--- src/hdl/card_reader_column_queue_unit_defines.svh ---
// Assertion macros for the card reader column queue.
// Used by crcq_dp; expects clk and rst_n in scope at the point of use.
`ifndef CARD_READER_COLUMN_QUEUE_UNIT_DEFINES_SVH
`define CARD_READER_COLUMN_QUEUE_UNIT_DEFINES_SVH

// antecedent implies consequent in the same cycle
`define CRCQ_ASSERT_IMPL(lbl, ante, cons, msg) \
  lbl: assert property (@(posedge clk) disable iff (!rst_n) (ante) |-> (cons)) \
    else $error(msg);

// condition must hold at every edge out of reset
`define CRCQ_ASSERT_ALWAYS(lbl, cond, msg) \
  lbl: assert property (@(posedge clk) disable iff (!rst_n) (cond)) \
    else $error(msg);

`endif

--- src/hdl/crcq_pkg.sv ---
// Shared types, constants and the column-code to ASCII conversion.
// No dependencies.
`default_nettype none
package crcq_pkg;

  localparam int QUEUE_DEPTH = 256;
  localparam int ADDR_W      = $clog2(QUEUE_DEPTH);
  localparam int CNT_W       = ADDR_W + 1;
  localparam int HW_W        = 9;
  localparam int CODE_W      = 8;
  localparam int CHAR_W      = 7;
  localparam int RES_W       = 3;

  localparam logic [HW_W-1:0]   HW_RESET = 9'd160;
  localparam logic [CODE_W-1:0] EOL_CODE = 8'o140;
  localparam logic [CHAR_W-1:0] ASCII_NL = 7'h0A;
  localparam logic [CHAR_W-1:0] ASCII_SP = 7'h20;

  typedef enum logic [1:0] {
    OP_OPEN  = 2'd0,
    OP_EVENT = 2'd1,
    OP_READ  = 2'd2,
    OP_CLOSE = 2'd3
  } op_t;

  typedef enum logic [1:0] {
    MODE_CLOSED  = 2'd0,
    MODE_WAITING = 2'd1,
    MODE_READING = 2'd2,
    MODE_EOF     = 2'd3
  } mode_t;

  localparam logic [RES_W-1:0] RES_OK       = 3'd0;
  localparam logic [RES_W-1:0] RES_REFUSED  = 3'd1;
  localparam logic [RES_W-1:0] RES_NO_DATA  = 3'd2;
  localparam logic [RES_W-1:0] RES_EOF      = 3'd3;
  localparam logic [RES_W-1:0] RES_OVERFLOW = 3'd4;

  typedef enum logic [1:0] {
    ST_IDLE = 2'd0,
    ST_EXEC = 2'd1,
    ST_CONV = 2'd2,
    ST_OUT  = 2'd3
  } state_t;

  // controller -> datapath
  typedef struct packed {
    logic load;   // capture request fields
    logic exec;   // perform the operation
    logic conv;   // convert popped code
  } cmd_t;

  // datapath -> controller
  typedef struct packed {
    logic pop;    // current request pops a code
  } sts_t;

  localparam int FOLD_N = 72;
  localparam logic [CHAR_W-1:0] FOLD_TABLE [FOLD_N] = '{
    7'h20, 7'h31, 7'h32, 7'h33, 7'h34, 7'h35, 7'h36, 7'h37,
    7'h38, 7'h20, 7'h3A, 7'h23, 7'h40, 7'h60, 7'h3D, 7'h22,
    7'h39, 7'h30, 7'h2F, 7'h73, 7'h74, 7'h75, 7'h76, 7'h77,
    7'h78, 7'h79, 7'h20, 7'h5D, 7'h2C, 7'h25, 7'h5F, 7'h3E,
    7'h3F, 7'h7A, 7'h2D, 7'h6A, 7'h6B, 7'h6C, 7'h6D, 7'h6E,
    7'h6F, 7'h70, 7'h71, 7'h20, 7'h21, 7'h24, 7'h2A, 7'h29,
    7'h3B, 7'h5C, 7'h72, 7'h26, 7'h61, 7'h62, 7'h63, 7'h64,
    7'h65, 7'h66, 7'h67, 7'h68, 7'h20, 7'h5B, 7'h2E, 7'h3C,
    7'h28, 7'h2B, 7'h5E, 7'h69, 7'h20, 7'h20, 7'h20, 7'h20
  };

  // fold: drop 040 at or above 0200, then remove 017 per 040 group
  function automatic logic [CHAR_W-1:0] to_ascii(input logic [CODE_W-1:0] code);
    logic [CODE_W-1:0] v;
    logic [2:0]        grp;
    logic [CODE_W-1:0] sub;
    logic [CHAR_W-1:0] ch;
    v = code;
    if (v >= 8'o200) begin
      v = v - 8'o040;
    end
    grp = v[7:5];
    sub = {1'b0, grp, 4'b0000} - {5'b00000, grp};
    v   = v - sub;
    if (code == EOL_CODE) begin
      ch = ASCII_NL;
    end else if (v > 8'o107) begin
      ch = ASCII_SP;
    end else begin
      ch = FOLD_TABLE[v[6:0]];
    end
    return ch;
  endfunction

endpackage
`default_nettype wire

--- src/hdl/crcq_ctrl.sv ---
// Sequencer for the card reader queue: one request at a time.
// Depends on crcq_pkg.
`default_nettype none
module crcq_ctrl
  import crcq_pkg::*;
(
  input  wire  clk,
  input  wire  rst_n,
  input  wire  in_valid,
  output logic in_ready,
  output logic out_valid,
  input  wire  out_ready,
  input  sts_t sts,
  output cmd_t cmd
);

  state_t state_r, state_nxt;

  always_ff @(posedge clk) begin
    if (!rst_n) begin
      state_r <= ST_IDLE;
    end else begin
      state_r <= state_nxt;
    end
  end

  always_comb begin
    state_nxt = state_r;
    unique case (state_r)
      ST_IDLE: if (in_valid) state_nxt = ST_EXEC;
      ST_EXEC: state_nxt = sts.pop ? ST_CONV : ST_OUT;
      ST_CONV: state_nxt = ST_OUT;
      ST_OUT:  if (out_ready) state_nxt = ST_IDLE;
      default: state_nxt = ST_IDLE;
    endcase
  end

  always_comb begin
    in_ready  = 1'b0;
    out_valid = 1'b0;
    cmd       = '0;
    unique case (state_r)
      ST_IDLE: begin
        in_ready = 1'b1;
        cmd.load = in_valid;
      end
      ST_EXEC: cmd.exec = 1'b1;
      ST_CONV: cmd.conv = 1'b1;
      ST_OUT:  out_valid = 1'b1;
      default: ;
    endcase
  end

endmodule
`default_nettype wire

--- src/hdl/crcq_dp.sv ---
// Datapath: reader mode, code FIFO memory with pointers and count, result registers.
// Depends on crcq_pkg and card_reader_column_queue_unit_defines.svh.
`default_nettype none
`include "card_reader_column_queue_unit_defines.svh"
module crcq_dp
  import crcq_pkg::*;
(
  input  wire               clk,
  input  wire               rst_n,
  input  cmd_t              cmd,
  output sts_t              sts,
  input  wire  [HW_W-1:0]   high_water,
  input  wire  [1:0]        in_opcode,
  input  wire               in_write_flag,
  input  wire               in_status_error,
  input  wire               in_status_card_done,
  input  wire  [CODE_W-1:0] in_column_code,
  output logic [RES_W-1:0]  result_code,
  output logic              char_valid,
  output logic [CHAR_W-1:0] ascii_char,
  output logic              start_reader,
  output logic [1:0]        reader_state,
  output logic [CNT_W-1:0]  queued_count
);

  // captured request
  op_t               op_r;
  logic              wflag_r, err_r, done_r;
  logic [CODE_W-1:0] col_r;

  // queue state
  mode_t             mode_r, mode_nxt;
  logic [ADDR_W-1:0] head_r, head_nxt, tail_r, tail_nxt;
  logic [CNT_W-1:0]  fill_count_r, fill_count_nxt;
  logic [CODE_W-1:0] mem [QUEUE_DEPTH];
  logic [CODE_W-1:0] rd_data_r;

  // result
  logic [RES_W-1:0]  res_r, res_nxt;
  logic              valid_r, start_r, start_nxt;
  logic [CHAR_W-1:0] ascii_r;

  logic              push_en, pop_en, full, below_hw, eff_read;
  logic [CODE_W-1:0] push_data;

  always_ff @(posedge clk) begin
    if (cmd.load) begin
      op_r    <= op_t'(in_opcode);
      wflag_r <= in_write_flag;
      err_r   <= in_status_error;
      done_r  <= in_status_card_done;
      col_r   <= in_column_code;
    end
  end

  assign full     = (fill_count_r == CNT_W'(QUEUE_DEPTH));
  assign below_hw = (32'(fill_count_r) < 32'(high_water));
  // waiting without error moves to reading and is handled there
  assign eff_read = (mode_r == MODE_READING) || (mode_r == MODE_WAITING && !err_r);

  always_comb begin
    mode_nxt       = mode_r;
    head_nxt       = head_r;
    tail_nxt       = tail_r;
    fill_count_nxt = fill_count_r;
    res_nxt        = RES_OK;
    start_nxt      = 1'b0;
    push_en        = 1'b0;
    push_data      = col_r;
    pop_en         = 1'b0;
    unique case (op_r)
      OP_OPEN: begin
        if (wflag_r || mode_r != MODE_CLOSED) begin
          res_nxt = RES_REFUSED;
        end else begin
          mode_nxt  = MODE_WAITING;
          start_nxt = 1'b1;
        end
      end
      OP_EVENT: begin
        if (mode_r == MODE_WAITING && err_r) begin
          start_nxt = 1'b1;
        end else if (eff_read) begin
          push_en = 1'b1;
          if (err_r) begin
            mode_nxt  = MODE_EOF;
            push_data = EOL_CODE;
          end else if (done_r) begin
            mode_nxt  = MODE_WAITING;
            start_nxt = below_hw;
            push_data = EOL_CODE;
          end else begin
            mode_nxt  = MODE_READING;
          end
        end
      end
      OP_READ: begin
        if (fill_count_r == '0) begin
          if (mode_r == MODE_EOF) begin
            res_nxt = RES_EOF;
          end else begin
            res_nxt   = RES_NO_DATA;
            start_nxt = done_r && below_hw;
          end
        end else begin
          pop_en         = 1'b1;
          head_nxt       = head_r + 1'b1;
          fill_count_nxt = fill_count_r - 1'b1;
        end
      end
      OP_CLOSE: begin
        head_nxt       = '0;
        tail_nxt       = '0;
        fill_count_nxt = '0;
        mode_nxt       = MODE_CLOSED;
      end
      default: ;
    endcase
    if (push_en) begin
      if (full) begin
        push_en = 1'b0;
        res_nxt = RES_OVERFLOW;
      end else begin
        tail_nxt       = tail_r + 1'b1;
        fill_count_nxt = fill_count_r + 1'b1;
      end
    end
  end

  assign sts.pop = pop_en;

  always_ff @(posedge clk) begin
    if (!rst_n) begin
      mode_r       <= MODE_CLOSED;
      head_r       <= '0;
      tail_r       <= '0;
      fill_count_r <= '0;
    end else if (cmd.exec) begin
      mode_r       <= mode_nxt;
      head_r       <= head_nxt;
      tail_r       <= tail_nxt;
      fill_count_r <= fill_count_nxt;
    end
  end

  // FIFO storage: one write or one registered read per request
  always_ff @(posedge clk) begin
    if (cmd.exec && push_en) begin
      mem[tail_r] <= push_data;
    end
    if (cmd.exec && pop_en) begin
      rd_data_r <= mem[head_r];
    end
  end

  always_ff @(posedge clk) begin
    if (cmd.exec) begin
      res_r   <= res_nxt;
      start_r <= start_nxt;
      valid_r <= pop_en;
      ascii_r <= '0;
    end else if (cmd.conv) begin
      ascii_r <= to_ascii(rd_data_r);
    end
  end

  assign result_code  = res_r;
  assign char_valid   = valid_r;
  assign ascii_char   = ascii_r;
  assign start_reader = start_r;
  assign reader_state = mode_r;
  assign queued_count = fill_count_r;

  `CRCQ_ASSERT_ALWAYS(a_count_bound, fill_count_r <= CNT_W'(QUEUE_DEPTH), "fill count over depth")
  `CRCQ_ASSERT_ALWAYS(a_count_ptrs, fill_count_r[ADDR_W-1:0] == ADDR_W'(tail_r - head_r), "count disagrees with pointers")
  `CRCQ_ASSERT_IMPL(a_count_on_exec, fill_count_r != $past(fill_count_r), $past(cmd.exec), "count moved outside exec")
  `CRCQ_ASSERT_IMPL(a_mode_on_exec, mode_r != $past(mode_r), $past(cmd.exec), "mode moved outside exec")

endmodule
`default_nettype wire

--- src/hdl/card_reader_column_queue_unit.sv ---
// Card reader column queue: top level with stream channels and APB register port.
// Depends on crcq_pkg, crcq_ctrl and crcq_dp.
//
// Usage:
//   in_*  : one request per transfer. in_tuser carries the opcode (open,
//           column event, read one character, close); in_tdata the flags and
//           the column code.
//   out_* : exactly one result per request, in request order.
//   cfg_* : APB port, one register (high_water, byte address 0), reset 160.
//           Writes are expected only while no request is in flight.
// Timing: a request is accepted only when the block is idle. Its result is
//   valid once the EXEC state has run, or once EXEC and CONV have run for a
//   read that pops a code (the FIFO memory read is registered, then the code
//   is folded and looked up). The next request is taken the cycle after the
//   result is accepted.
// Stall: while out_tready is low the result holds and in_tready stays low.
// Reset (rst_n low, synchronous): reader closed, queue empty, high_water 160.
//   The code store is not cleared; only written entries are ever read.
`default_nettype none
module card_reader_column_queue_unit
  import crcq_pkg::*;
(
  input  wire         clk,
  input  wire         rst_n,
  // request stream
  input  wire         in_tvalid,
  output logic        in_tready,
  // [0] write_flag, [1] status_error, [2] status_card_done, [10:3] column_code
  input  wire  [15:0] in_tdata,
  // [1:0] opcode
  input  wire  [1:0]  in_tuser,
  // result stream
  output logic        out_tvalid,
  input  wire         out_tready,
  // [2:0] result_code, [3] char_valid, [10:4] ascii_char, [11] start_reader,
  // [13:12] reader_state, [22:14] queued_count
  output logic [23:0] out_tdata,
  // register port
  input  wire         cfg_psel,
  input  wire         cfg_penable,
  input  wire         cfg_pwrite,
  input  wire  [2:0]  cfg_paddr,
  input  wire  [31:0] cfg_pwdata,
  output logic [31:0] cfg_prdata,
  output logic        cfg_pready
);

  localparam logic ADDR_HIGH_WATER = 1'b0;

  cmd_t cmd;
  sts_t sts;

  logic [HW_W-1:0]   high_water_r;
  logic [RES_W-1:0]  result_code;
  logic              char_valid;
  logic [CHAR_W-1:0] ascii_char;
  logic              start_reader;
  logic [1:0]        reader_state;
  logic [CNT_W-1:0]  queued_count;

  // register file: write on the access phase, register index in paddr[2]
  assign cfg_pready = 1'b1;

  always_ff @(posedge clk) begin
    if (!rst_n) begin
      high_water_r <= HW_RESET;
    end else if (cfg_psel && cfg_penable && cfg_pwrite && cfg_pready &&
                 cfg_paddr[2] == ADDR_HIGH_WATER) begin
      high_water_r <= cfg_pwdata[HW_W-1:0];
    end
  end

  always_comb begin
    cfg_prdata = '0;
    if (cfg_paddr[2] == ADDR_HIGH_WATER) begin
      cfg_prdata = 32'(high_water_r);
    end
  end

  crcq_ctrl u_ctrl (
    .clk       (clk),
    .rst_n     (rst_n),
    .in_valid  (in_tvalid),
    .in_ready  (in_tready),
    .out_valid (out_tvalid),
    .out_ready (out_tready),
    .sts       (sts),
    .cmd       (cmd)
  );

  crcq_dp u_dp (
    .clk                 (clk),
    .rst_n               (rst_n),
    .cmd                 (cmd),
    .sts                 (sts),
    .high_water          (high_water_r),
    .in_opcode           (in_tuser),
    .in_write_flag       (in_tdata[0]),
    .in_status_error     (in_tdata[1]),
    .in_status_card_done (in_tdata[2]),
    .in_column_code      (in_tdata[10:3]),
    .result_code         (result_code),
    .char_valid          (char_valid),
    .ascii_char          (ascii_char),
    .start_reader        (start_reader),
    .reader_state        (reader_state),
    .queued_count        (queued_count)
  );

  assign out_tdata = {1'b0, queued_count, reader_state, start_reader,
                      ascii_char, char_valid, result_code};

endmodule
`default_nettype wire

--- config.mk ---
export PLATFORM = sky130hd
export DESIGN_NAME = card_reader_column_queue_unit
export DESIGN_NICKNAME = d
export VERILOG_FILES = /design/src/hdl/crcq_pkg.sv /design/src/hdl/crcq_ctrl.sv /design/src/hdl/crcq_dp.sv /design/src/hdl/card_reader_column_queue_unit.sv
export VERILOG_INCLUDE_DIRS = /design/src /design/src/hdl
export SDC_FILE = /design/constraint.sdc
export NUM_CORES = 2
export LEC_CHECK = 0
export BUFFER_PORTS_ARGS = -buffer_cell sky130_fd_sc_hd__buf_2
export CORE_ASPECT_RATIO = 0.9
export CORE_MARGIN = 3
export CORE_UTILIZATION = 35
export DETAILED_ROUTE_END_ITERATION = 7
export GPL_TIMING_DRIVEN = 1
export PLACE_DENSITY = 0.52
export SLEW_MARGIN = 15
export SYNTH_ARGS = -nofsm -noshare
export SYNTH_HDL_FRONTEND = slang
export SYNTH_SLANG_ARGS = --single-unit
--- constraint.sdc ---
create_clock -name clk -period 7.6 [get_ports clk]
set_input_delay 1.52 -clock clk [delete_from_list [all_inputs] [get_ports clk]]
set_output_delay 1.52 -clock clk [all_outputs]
set_load 0.01 [all_outputs]
==> After elaboration in Yosys (flattened, before gate mapping) <==
Memories as Yosys holds them, arrays and structs flattened. A register that Yosys moved wholly into a read port is not among the register bits.
Cells that the tools add are included.
{ "word_totals": {"n_memories": 2, "rom_bits": 896, "input_bits": 60, "regBits": 63, "out_inout_bits": 59, "elab_cells": 127, "ramBits": 2048} }
{ "op_classes": {"mux": 60, "order_cmp": 4, "n_bitwise": 2, "reduce_logical": 20, "n_addsub": 7, "eq_ne": 17} }
{ "memory_table": {"columns": ["memory", "words", "width", "rd", "rd_clocked_by_memory_dff", "write_ports", "line", "rtl"], "rows": [
  ["u_dp.mem", 256, 8, 1, 1, 1, "crcq_dp.sv:35", "logic [CODE_W-1:0] mem [QUEUE_DEPTH];"],
  ["(name not given)", 128, 7, 1, 0, 0, "crcq_pkg.sv:89", "ch = FOLD_TABLE[v[6:0]];"]
]} }
{ "op_table": {"columns": ["op", "count"], "rows": [
  ["two-way mux 8 bit", 12],
  ["two-way mux 9 bit", 4],
  ["two-way mux 7 bit", 4],
  ["two-way mux 1 bit", 24],
  ["case mux 9 bit (2 select lines)", 1],
  ["adder 8 x 1 -> 8 bit (second input constant)", 2],
  [">= comparator 8 bit (second input constant)", 2],
  ["case mux 8 bit (2 select lines)", 1],
  ["two-way mux 2 bit", 7],
  ["equality test 2 bit (second input constant)", 6],
  ["!= test 2 bit (second input constant)", 5],
  ["adder 9 x 1 -> 9 bit (second input constant)", 1],
  ["equality test 9 bit (second input constant)", 1],
  ["logical NOT 9 bit", 1],
  ["< comparator 9 bit", 1],
  ["two-way mux 3 bit", 3],
  ["subtractor 9 x 1 -> 9 bit (second input constant)", 1],
  ["equality test 8 x 7 -> 1 bit (second input constant)", 1],
  ["greater-than comparator 8 x 7 -> 1 bit (second input constant)", 1],
  ["logical AND 1 bit", 8],
  ["inverter 7 -> 8 bit", 1],
  ["case mux 2 bit (4 select lines)", 1],
  ["subtractor 7 x 3 -> 8 bit", 1],
  ["subtractor 8 x 6 -> 8 bit (second input constant)", 1],
  ["15 further kinds", 20]
]} }

==> Depth between registers and ports, before layout <==
{ "logic_depth": {"word_depth": 12, "depth_mapped": 17, "depth_no_buf": 15} }

==> Hierarchy <==
A second synthesis with hierarchy kept.
{ "unflattened": {"cells_unflattened": 4401, "hier_area_um2": 84837.6} }
{ "by_module_without_submodules": {"columns": ["mod", "n_inst", "area_per_inst_um2", "cells_each"], "rows": [
  ["crcq_dp", 1, 84003.1, 4304],
  ["card_reader_column_queue_unit", 1, 666.9, 78],
  ["crcq_ctrl", 1, 167.7, 19]
]} }

==> Worst setup path before layout <==
Ideal clock, no wire load.
{ "synth_timing": {"kind": "register -> register", "startpoint": "register u_dp.mode_r[0], in the netlist u_dp.reader_state[0]", "endpoint": "memory u_dp.mem[0][5], data pin", "slack_ns": 2.210, "t_arrival_ns": 4.488, "n_path_buf": 1, "synth_period_minus_slack_ns": 5.390, "stages_incl_launch_ff": 7, "t_required_ns": 6.698, "setup_ns": 0.902, "cell_sequence": "dfxtp_1 > buf_2 > nor3b_1 > nor2_1 > nor2_1 > o21ai_0 > nand2b_1"} }
{ "synth_via": {"elab_chain_cells": 6, "word_cells_on_any_way": 8, "classes_between": "eq/ne: 2; mux: 3; reduce/logical: 3"} }
{ "synth_rtl": {"columns": ["element", "line", "rtl"], "rows": [
  ["start, declared", "crcq_dp.sv:32", "mode_t mode_r, mode_nxt;"],
  ["start signal, assigned", "crcq_dp.sv:139", "mode_r <= mode_nxt;"],
  ["equality test 2 x 1 -> 1 bit", "crcq_dp.sv:59, crcq_dp.sv:81", null],
  ["logical AND 1 bit", "crcq_dp.sv:59", "assign eff_read = (mode_r == MODE_READING) || (mode_r == MODE_WAITING && !err_r);"],
  ["logical OR 1 bit", "crcq_dp.sv:59", null],
  ["two-way mux 8 bit", "crcq_dp.sv:83", "end else if (eff_read) begin"],
  ["two-way mux 8 bit *", "crcq_dp.sv:81", "if (mode_r == MODE_WAITING && err_r) begin"],
  ["two-way mux 8 bit *", "crcq_dp.sv:71", "unique case (op_r)"],
  ["net u_dp.push_data[5]", "crcq_dp.sv:44", "logic [CODE_W-1:0] push_data;"],
  ["end, declared", "crcq_dp.sv:35", null]
]} }
The timed path passes the listed nets; every way through them passes the cells marked *.

==> Worst setup path in the final report <==
{ "layout_timing": {"startpoint": "register u_dp.op_r[0]", "endpoint": "memory u_dp.mem[95][4], enable pin"} }
{ "layout_via": {"elab_chain_cells": 6} }
{ "layout_rtl": {"columns": ["element", "line", "rtl"], "rows": [
  ["start, declared", "crcq_dp.sv:27", "op_t op_r;"],
  ["start signal, assigned", "crcq_dp.sv:48", "op_r <= op_t'(in_opcode);"],
  ["equality test 2 x 1 -> 1 bit", "crcq_dp.sv:71", null],
  ["two-way mux 1 bit", "crcq_dp.sv:71", null],
  ["two-way mux 1 bit", "crcq_dp.sv:119", "if (push_en) begin"],
  ["logical AND 1 bit", "crcq_dp.sv:148", "if (cmd.exec && push_en) begin"],
  ["two-way mux 1 bit", "crcq_dp.sv:148", null],
  ["two-way mux 1 bit (not written as such)", "crcq_dp.sv:149", "mem[tail_r] <= push_data;"]
]} }
Every way passes these cells.

==> flow_metrics.py <==
metrics = {
    "setup_path": {
        "reg2reg_setup_slack_ps": 2840,
        "crit_path_start": "u_dp.op_r[0]",
        "critPathRequiredTime_ps": 8030,
        "slowest_delay_ps": 880,
        "crit_arrival_ps": 5190,
        "reg2reg_to": "u_dp.mem[95][4]",
        "critical_path.max_fanout": 17,
        "worstReg2RegStart": "u_dp.op_r[0]",
        "cpMostUsedCell": "nand2_1",
        "path_cells": "nor2b_1, o21ai_1, a21oi_2, nand2_1, nor3b_2, nand2_1, nor2_1",
        "critPathLaunchType": "register",
        "slowest_stage": "nor2_1",
        "cp-end-kind": "register",
        "reg2regPathDepth": 7,
        "critPathCapture": "u_dp.mem[95][4]",
        "critPathKind": "reg -> reg",
    },
    "route": {
        "ant_nets": 0,
        "drt_iter0_drc": 5223,
        "drt-vias-per-instance": 5.59,
        "dr.pass1.iters": 5,
        "drt_wl_total_um": 241000,
        "drcViolationCount": 0,
        "vias": 43700,
        "wire_per_inst_um": 30.8,
    },
    "die": {
        "coreArea_um2": 240000,
        "rows": 170,
        "die_x_um": 525,
        "die_y_um": 473,
        "start_util": 0.354,
        "ios": 119,
        "die_area_um2": 248000,
    },
    "clock_network": {
        "cts_hold_buf": 0,
        "h-tree-depth": 4,
        "cts_setup_buffers": 0,
        "numCtsBuffers": 213,
        "clkSinkCount": 2119,
        "cts_root_buffer": "clkbuf_16",
        "clockBufferDepth": 4,
        "cts_tree": "yes",
        "clk_pin_slew_ps": 70,
        "clk_latency_ps": 840,
        "cts-resized-gates": 0,
    },
    "pwr": {
        "power_frac_clock": 0.380,
        "p_sw_frac": 0.240,
        "comb_power_share": 0.094,
        "irDropWorstVdd_mv": 0.196,
        "pwr-share-seq": 0.526,
        "power.internal_w": 0.0198,
        "cellLeakagePower_nw": 28.4,
        "p_sw_w": 0.00627,
        "powerDensity_nw_per_um2": 275,
    },
    "synth": {
        "synth_flop_cell": "edfxtp_1",
        "synthDistinctLibCells": 91,
        "syn-cell-area_um2": 84800,
        "ys_seq_area_frac": 0.745,
        "synth-compound-area-share": 0.0433,
        "yosysTopAreaCellShare": 0.735,
        "synth_top_family_by_area": "multiplexers",
        "synth.mux.area_fraction": 0.144,
        "yosys_warnings": 0,
        "synthTopCellsByArea": "edfxtp_1, mux4_2, mux2i_1",
        "synthAdderAreaFrac": 0.00576,
        "ys_async_sr_fraction": 0,
        "synth_common_cells": "edfxtp_1, mux4_2, nor2_1",
        "synth_cells": 4344,
        "yosysTopAreaCell": "edfxtp_1",
        "synth_edf_count": 2074,
        "synth-simple-area-share": 0.0350,
        "postSynthAreaPerCell_um2": 19.5,
        "synth-seq-cells": 2119,
        "synth.most_common_cell": "edfxtp_1",
        "synth_xor_xnor_area_share": 0.00165,
    },
    "timing": {
        "hold_viol_final": 0,
        "maxSlewViolCount": 0,
        "min_period_over_period": 0.626,
        "slew_headroom": 0.0459,
        "fin_skew_ps": 39.8,
        "max_freq_ghz": 0.210,
        "setup_viol": 0,
        "worstMarginPinSlew_ps": 1430,
        "setup_tns_ps": 0,
        "period_needed_ps": 4760,
        "grt_setup_unrepaired": "no",
    },
    "grt": {
        "grt_overflow": 0,
        "busiest_layer": "met2",
        "grt_use_met2": 0.291,
        "grt_start_max_net_pins": 202,
        "grt_pass1_vias": 43100,
        "antenna_found_initial": 14,
        "met3_usage": 0.0369,
        "grt_use_met1": 0.278,
        "grt_pass1_wl_um": 339000,
        "grt_use_total": 0.190,
    },
    "min_path": {
        "min_from": "high_water_r[4]",
        "hp-class": "reg -> reg",
    },
    "final_layout": {
        "nets": 4570,
        "fillers": 21500,
        "syn_to_final_growth_pct": 11.8,
        "layoutNonFillerInstCount": 7815,
        "drive_gt1_frac": 0.206,
    },
    "placed_design": {
        "gp_congestion": 0.812,
        "numPortBuffers": 63,
        "dp_hpwl_um": 141000,
        "dp.cells": 7438,
    },
    "run_status": {
        "outcome": "finished clean",
    },
    "run": {
        "maxCapViolations": 0,
    },
}
==> worst min-delay path by stage <==
stage	endpoint	slack, ps	cells past startpoint
floorplan	high_water_r[1]	440	2
global placement	high_water_r[1]	450	2
detailed placement	high_water_r[8]	450	2
global route	high_water_r[8]	480	2
finish	high_water_r[4]	460	2
CTS	high_water_r[8]	460	2
==> power groups by stage <==
stage,sequential (W),combinational (W),clock [W]
2_1_floorplan,0.0141,0.00156,0
6_report,0.0137,0.00245,0.00992
5_1_grt,0.0137,0.00265,0.0106
3_5_place_dp,0.0139,0.00249,0
3_3_place_gp,0.0139,0.00243,0
4_1_cts,0.0137,0.00249,0.0101
==> cells in the final DEF, fill, tap and decap left out, types with 18 or more instances in the layout <==
master | netlist | routed
a211oi_1 | 27 | 27
a21oi_1 | 132 | 132
a221oi_1 | 31 | 31
a22oi_1 | 76 | 76
a31oi_1 | 19 | 19
buf_12 | 11 | 18
buf_2 | 84 | 63
buf_4 | 48 | 86
clkbuf_1 | 77 | 39
clkbuf_16 | 0 | 215
clkinv_1 | 1 | 58
clkinv_2 | 0 | 40
conb_1 | 2 | 25
dfxtp_1 | 45 | 38
edfxtp_1 | 2074 | 2074
ha_1 | 39 | 39
inv_1 | 43 | 42
mux2_2 | 24 | 24
mux2i_1 | 146 | 146
mux4_1 | 41 | 41
mux4_2 | 419 | 419
nand2_1 | 148 | 138
nand3_1 | 38 | 38
nor2_1 | 356 | 352
nor3_1 | 36 | 33
o21ai_0 | 59 | 59
o221ai_1 | 34 | 34
o22ai_1 | 33 | 33
==> cell families after synthesis <==
family          count (synthesis)
mux                           630
buf+inv                       324
fa+ha+maj                      39
other cells                     2
compound gates                530
xor+xnor                       16
flops                        2119
simple gates                  684
==> layer usage <==
layer	wire length [um]	share of wire
met5	54	0.00022
met3	18100	0.075
met2	110000	0.46
met4	6630	0.028
met1	106000	0.44
==> flip-flops by register name (all words and copies together), names as in the netlist, 7 cells and up <==
register	count
u_dp.mem	2048
u_dp.col_r	8
u_dp.queued_count	9
u_dp.rd_data_r	8
u_dp.head_r	8
u_dp.tail_r	8
high_water_r	9
u_dp.ascii_char	7
==> metrics by stage <==
step                      setup WS, ps  area, um^2  hold WS [ps]  total power [W]   util
after floorplan                   2210       84900           436           0.0157      -
after global placement            2880       88400           450           0.0164  0.369
after detailed placement          2850       88400           452           0.0164  0.369
after CTS                         2820       94800           461           0.0263  0.395
after global routing              2550       94800           478           0.0269  0.395
final                             2840       94800           461           0.0261  0.395
==> layout make-up <==
type	instances	area [um^2]	share of cell area
Antenna cell	1	2.50	0.0000264
Inverter	46	176	0.00186
Timing Repair Buffer	167	1320	0.0139
Tap cell	3182	3980	0.0420
Clock buffer	260	5610	0.0592
Multi-Input combinational cell	1924	19700	0.208
Clock inverter	116	790	0.00833
Sequential cell	2119	63200	0.667
==> worst max-delay path, delay by kind of cell, from the launching register on <==
family          cells  cell delay [ps]
simple gates        5             2890
flops               1              780
compound gates      2              650
(Power assumes the default switching activity.)
